==> config.mk <==
export PLATFORM = sky130hd
export DESIGN_NAME = kts_ctrl
export DESIGN_NICKNAME = d
export VERILOG_FILES = /design/src/design/kts_pkg.sv /design/src/design/kts_ctrl.sv
export SDC_FILE = /design/constraint.sdc
export NUM_CORES = 1
export LEC_CHECK = 0
export BUFFER_PORTS_ARGS = -buffer_cell sky130_fd_sc_hd__buf_4
export CAP_MARGIN = 20
export CORE_AREA = 3 3 40 42
export DETAILED_ROUTE_END_ITERATION = 6
export DIE_AREA = 0 0 43 45
export GPL_ROUTABILITY_DRIVEN = 0
export PLACE_DENSITY = 0.45
export SETUP_SLACK_MARGIN = 0.2
export SYNTH_ARGS = -nofsm -noshare
export SYNTH_HDL_FRONTEND = slang
export SYNTH_SLANG_ARGS = --single-unit
==> constraint.sdc <==
create_clock -name clk -period 2.9 [get_ports clk]
set_clock_uncertainty 0.1 [all_clocks]
set_input_delay 0.435 -clock clk [delete_from_list [all_inputs] [get_ports clk]]
set_output_delay 0.435 -clock clk [all_outputs]
set_load 0.005 [all_outputs]
==> src/design/kts_pkg.sv <==
// Shared types and constants for the keyed table with soft delete.
`default_nettype none
package kts_pkg;
	localparam int DefBuckets = 64;
	localparam int DefWays = 4;
	localparam int KeyW = 64;
	localparam int ValW = 32;

	typedef enum logic [1:0] {
		CMD_INSERT = 2'd0,
		CMD_GET    = 2'd1,
		CMD_DELETE = 2'd2,
		CMD_PURGE  = 2'd3
	} cmd_t;

	typedef enum logic [1:0] {
		ST_OK       = 2'd0,
		ST_NOTFOUND = 2'd1,
		ST_FULL     = 2'd2
	} status_t;

	typedef struct packed {
		logic load;
		logic hash;
		logic wr;
		logic purge;
		logic clear;
		logic done;
	} kts_cmd_t;
endpackage
`default_nettype wire

==> src/design/kts_ctrl.sv <==
// Controller state machine for the table commands, the purge sweep and the clearing pass.
`default_nettype none
module kts_ctrl import kts_pkg::*; (
	input  wire logic clk,
	input  wire logic arst_n,
	input  wire logic in_valid,
	input  wire logic [1:0] in_cmd,
	output logic      in_ready,
	input  wire logic out_busy,
	input  wire logic sweep_last,
	input  wire logic hash_last,
	output kts_cmd_t  ctl
);
	typedef enum logic [2:0] {
		S_CLEAR, S_IDLE, S_HASH, S_READ, S_EVAL, S_PREAD, S_PWRITE
	} state_t;
	state_t state_q;

	assign in_ready = (state_q == S_IDLE) && !out_busy;

	always_comb begin
		ctl = '0;
		ctl.load = in_ready && in_valid;
		ctl.hash = (state_q == S_HASH);
		ctl.wr = (state_q == S_EVAL) || (state_q == S_PWRITE) || (state_q == S_CLEAR);
		ctl.purge = (state_q == S_PREAD) || (state_q == S_PWRITE);
		ctl.clear = (state_q == S_CLEAR);
		ctl.done = (state_q == S_EVAL) || (state_q == S_PWRITE && sweep_last);
	end

	always_ff @(posedge clk or negedge arst_n) begin
		if (!arst_n) begin
			state_q <= S_CLEAR;
		end else begin
			case (state_q)
				S_CLEAR: begin
					if (sweep_last) begin
						state_q <= S_IDLE;
					end
				end
				S_IDLE: begin
					if (ctl.load) begin
						state_q <= (cmd_t'(in_cmd) == CMD_PURGE) ? S_PREAD : S_HASH;
					end
				end
				S_HASH: begin
					if (hash_last) begin
						state_q <= S_READ;
					end
				end
				S_READ: state_q <= S_EVAL;
				S_EVAL: state_q <= S_IDLE;
				S_PREAD: state_q <= S_PWRITE;
				S_PWRITE: state_q <= sweep_last ? S_IDLE : S_PREAD;
				default: state_q <= S_IDLE;
			endcase
		end
	end
endmodule
`default_nettype wire

==> metrics.md <==
| Metric | Value |
|---|---|
| Status | completed |
| Largest regs | state_q: 3 flops |
| Fmax | ~550 MHz |
| I/O pin count | 15 |
| Worst Setup Path Type | reg2out |
| Yosys cell types | 21 |
| Crit path max fanout | 11 |
| Cell area after synthesis | approximately 260 um2 |
| Final ANT Viol Nets | 0 |
| Std-Cell Rows | 13 |
| Vias in the first global route | approximately 270 |
| CP arrival | between 1000 and 1500 ps |
| Fraction of layout cells with a size suffix above 1 | 41.3% |
| Final Hold Vio Count | 0 |
| Final Non-Filler Cells | 61 |
| Number of flip-flops in the largest register | 3 |
| TNS Setup | 0 ps |
| GRT Total Usage | 7.00% |
| CTS tree | yes |
| Post-DP HPWL | approximately 470 um |
| Largest family of logic cells by synthesized area | compound AO/OA/AOI/OAI gates |
| Worst setup SP type | flop |
| Biggest register | state_q |
| Synth Area in Compound Gates | roughly 31% |
| Cts bufs inserted | 3 |
| Port bufs | 14 |
| Synth Area in Simple Gates | about 26% |
| Core area | between 1000 and 1500 um2 |
| Worst-margin pin slew | between 300 and 400 ps |
| Vias per cell | 4.46 |
| Area growth syn-to-layout | 50.0% |
| CP Capture Type | primary output |
| Max_cap viols | 0 |
| Most frequent cells in the layout | buf_4 (14), a21oi_1 (3), clkbuf_4 (3), dfrtp_1 (3) |
| Sw power | 0.000157 W |
| Final worst-path cycle share | a little over three fifths |
| Switching share of power | 39.8% |
| Slew HR | around 79% |
| Largest net degree at the start of global routing | 12 |
| Total wire length | between 500 and 600 um |
| WL/cell | 9.77 um |
| Die width | approximately 43 um |
| First DRT Iteration DRCs | 2 |
| Nets | 55 |
| Worst path buffer plus inverter count | 2 |
| PD cells | about 1000 nW/um2 |
| Antenna Cells | 0 |
| Cell internal pwr | 0.000238 W |
| Die Area | 1940 um2 |
| First-pass GRT wire length | between 1 and 1.5 mm |
| Min Hold Slack | 412 ps |
| GRT overflow | 0 |
| Sequential share of power | a little under 30% |
| Unrepaired setup endpoints after global routing | no |
| Most common library cell in the layout ignoring fill and taps | buf_4 |
| H-tree levels | 1 |
| Post-CTS sizing | 0 |
| Die Height | roughly 45 um |
| Max Slew Vio Count | 0 |
| Post-Syn Nets | 38 |
| Placed Cells | 56 |
| Multiplexer share of the synthesized area | 0% |
| Xor/xnor cell area share of the yosys netlist | 0% |
| Leak Pwr | 0.179 nW |
| Worst path max stage delay | approximately 500 ps |
| Clock transition at the registers of the reported paths | roughly 40 ps |
| Synth warn | 0 |
| Top Family by Delay on Critical Path | flip-flops |
| Clk sinks | 3 |
| Post-Syn Instances | 30 |
| Worst min path class | in2reg |
| Final Setup Violations | 0 |
| Vias | 272 |
| PnR worst setup slack | 1070 ps |
| Post-Synth Adder-Cell Area | 0% |
| Initial antenna violation count | 0 |
| Setup Slack @ Placement | about 1200 ps |
| Slowest CP cell | dfrtp_1 |
| Crit path time final | around 1800 ps |
| Number of synthesized register bits | 3 |
| Worst-path cell chain | inv_1, a211oi_1, buf_4 |
| Syn Area/Cell | a little under 9 um2 |
| Skew-Pair Late Insertion Delay | approximately 230 ps |
| # DRC | 0 |
| Combinational Power Share | between 50% and 60% |
| Critical Path RT | around 2400 ps |
| Clock power share | between 10% and 20% |
| Initial core utilization | a little over 20% |
| CTS Root Cell | clkbuf_4 |
| Seq/Total Area, Yosys | 28.8% |
| Detailed Routing Iterations Pass 1 | 2 |
| Peak VDD IR | between 0.0002 and 0.00025 V |
| Post-CTS Setup Repair Bufs | 0 |
| CTS Buffer Depth | 2 |
==> synthesized netlist by cell type <==
cell / n / area [um2]
o21a_1: 1 / 7.51
nand2b_4: 1 / 13.8
nor2_1: 1 / 3.75
nor3b_1: 1 / 7.51
buf_6: 2 / 22.5
o21ai_1: 1 / 5.00
o21ai_0: 1 / 5.00
o22ai_1: 1 / 6.26
a21oi_1: 3 / 15.0
a31oi_1: 2 / 12.5
nor4bb_1: 1 / 10.0
nand2_1: 1 / 3.75
nor3_1: 2 / 10.0
inv_1: 2 / 7.51
nor2b_1: 2 / 12.5
dfrtp_1: 3 / 75.1
a211oi_1: 1 / 7.51
a211o_1: 1 / 8.76
o211ai_2: 1 / 12.5
nand2b_1: 1 / 6.26
buf_4: 1 / 7.51
==> power by group through the flow <==
stage                     sequential [W]  clock [W]  combinational (W)
after floorplan                0.0000719          0           0.000197
after global placement          0.000117          0           0.000209
after detailed placement        0.000117          0           0.000209
after CTS                       0.000116  0.0000729           0.000212
after global routing            0.000124  0.0000759           0.000228
final                           0.000116  0.0000721           0.000207
==> final timing paths <==
path	startpoint	end	slack (ps)	cells past startpoint
worst max register to register	state_q[2]$_DFFE_PN0P_	state_q[2]$_DFFE_PN0P_	1750	3
worst min register to register	state_q[0]$_DFFE_PN0P_	state_q[0]$_DFFE_PN0P_	590	1
worst max-delay path	state_q[2]$_DFFE_PN0P_	ctl[0]	1070	3
worst min-delay path	in_cmd[1]	state_q[2]$_DFFE_PN0P_	410	3
max in group asynchronous	arst_n	state_q[2]$_DFFE_PN0P_	2170	2
min in group asynchronous	arst_n	state_q[1]$_DFFE_PN0P_	440	2
==> routing by layer <==
layer	part of all wire, %	vias to the layer above	track usage, %	wire, um
li1	-	140	-	-
met3	6.9	0	0.398	41
met1	43	123	7.73	259
met5	0	-	0	0
met4	0	0	5.42	0
met2	50	9	12.6	296
==> tightest hold or removal path, stage by stage <==
cell     delay (ps)
buf_4            80
a31oi_1          70
o21ai_1         110
==> stage by stage <==
| stage | power, W | util (%) | instance area [um2] |
|---|---|---|---|
| 2_1_floorplan | 0.000269 | - | 260 |
| 3_3_place_gp | 0.000327 | 27.6 | 354 |
| 3_5_place_dp | 0.000327 | 27.6 | 354 |
| 4_1_cts | 0.000401 | 30.4 | 390 |
| 5_1_grt | 0.000427 | 30.4 | 390 |
| 6_report | 0.000395 | 30.4 | 390 |
==> timing repair <==
| action | CTS | global route |
|---|---|---|
| hold buffers | 1 | 0 |
| endpoints found under the hold margin | 3 | 0 |
| endpoints found under the setup margin | 0 | 0 |
==> cell families after synthesis <==
group / count (synthesis)
flops: 3
simple gates: 10
compound gates: 12
buf+inv: 5
==> final cells by class <==
type                       count  area, um2
clock buffer                   4       26.3
fill                         153        895
inverter                       2       7.51
multi-input combinational     22        148
sequential                     3       75.1
tap                           15       18.8
timing repair buffer          15        115
Power figures use the tool's default switching activity.
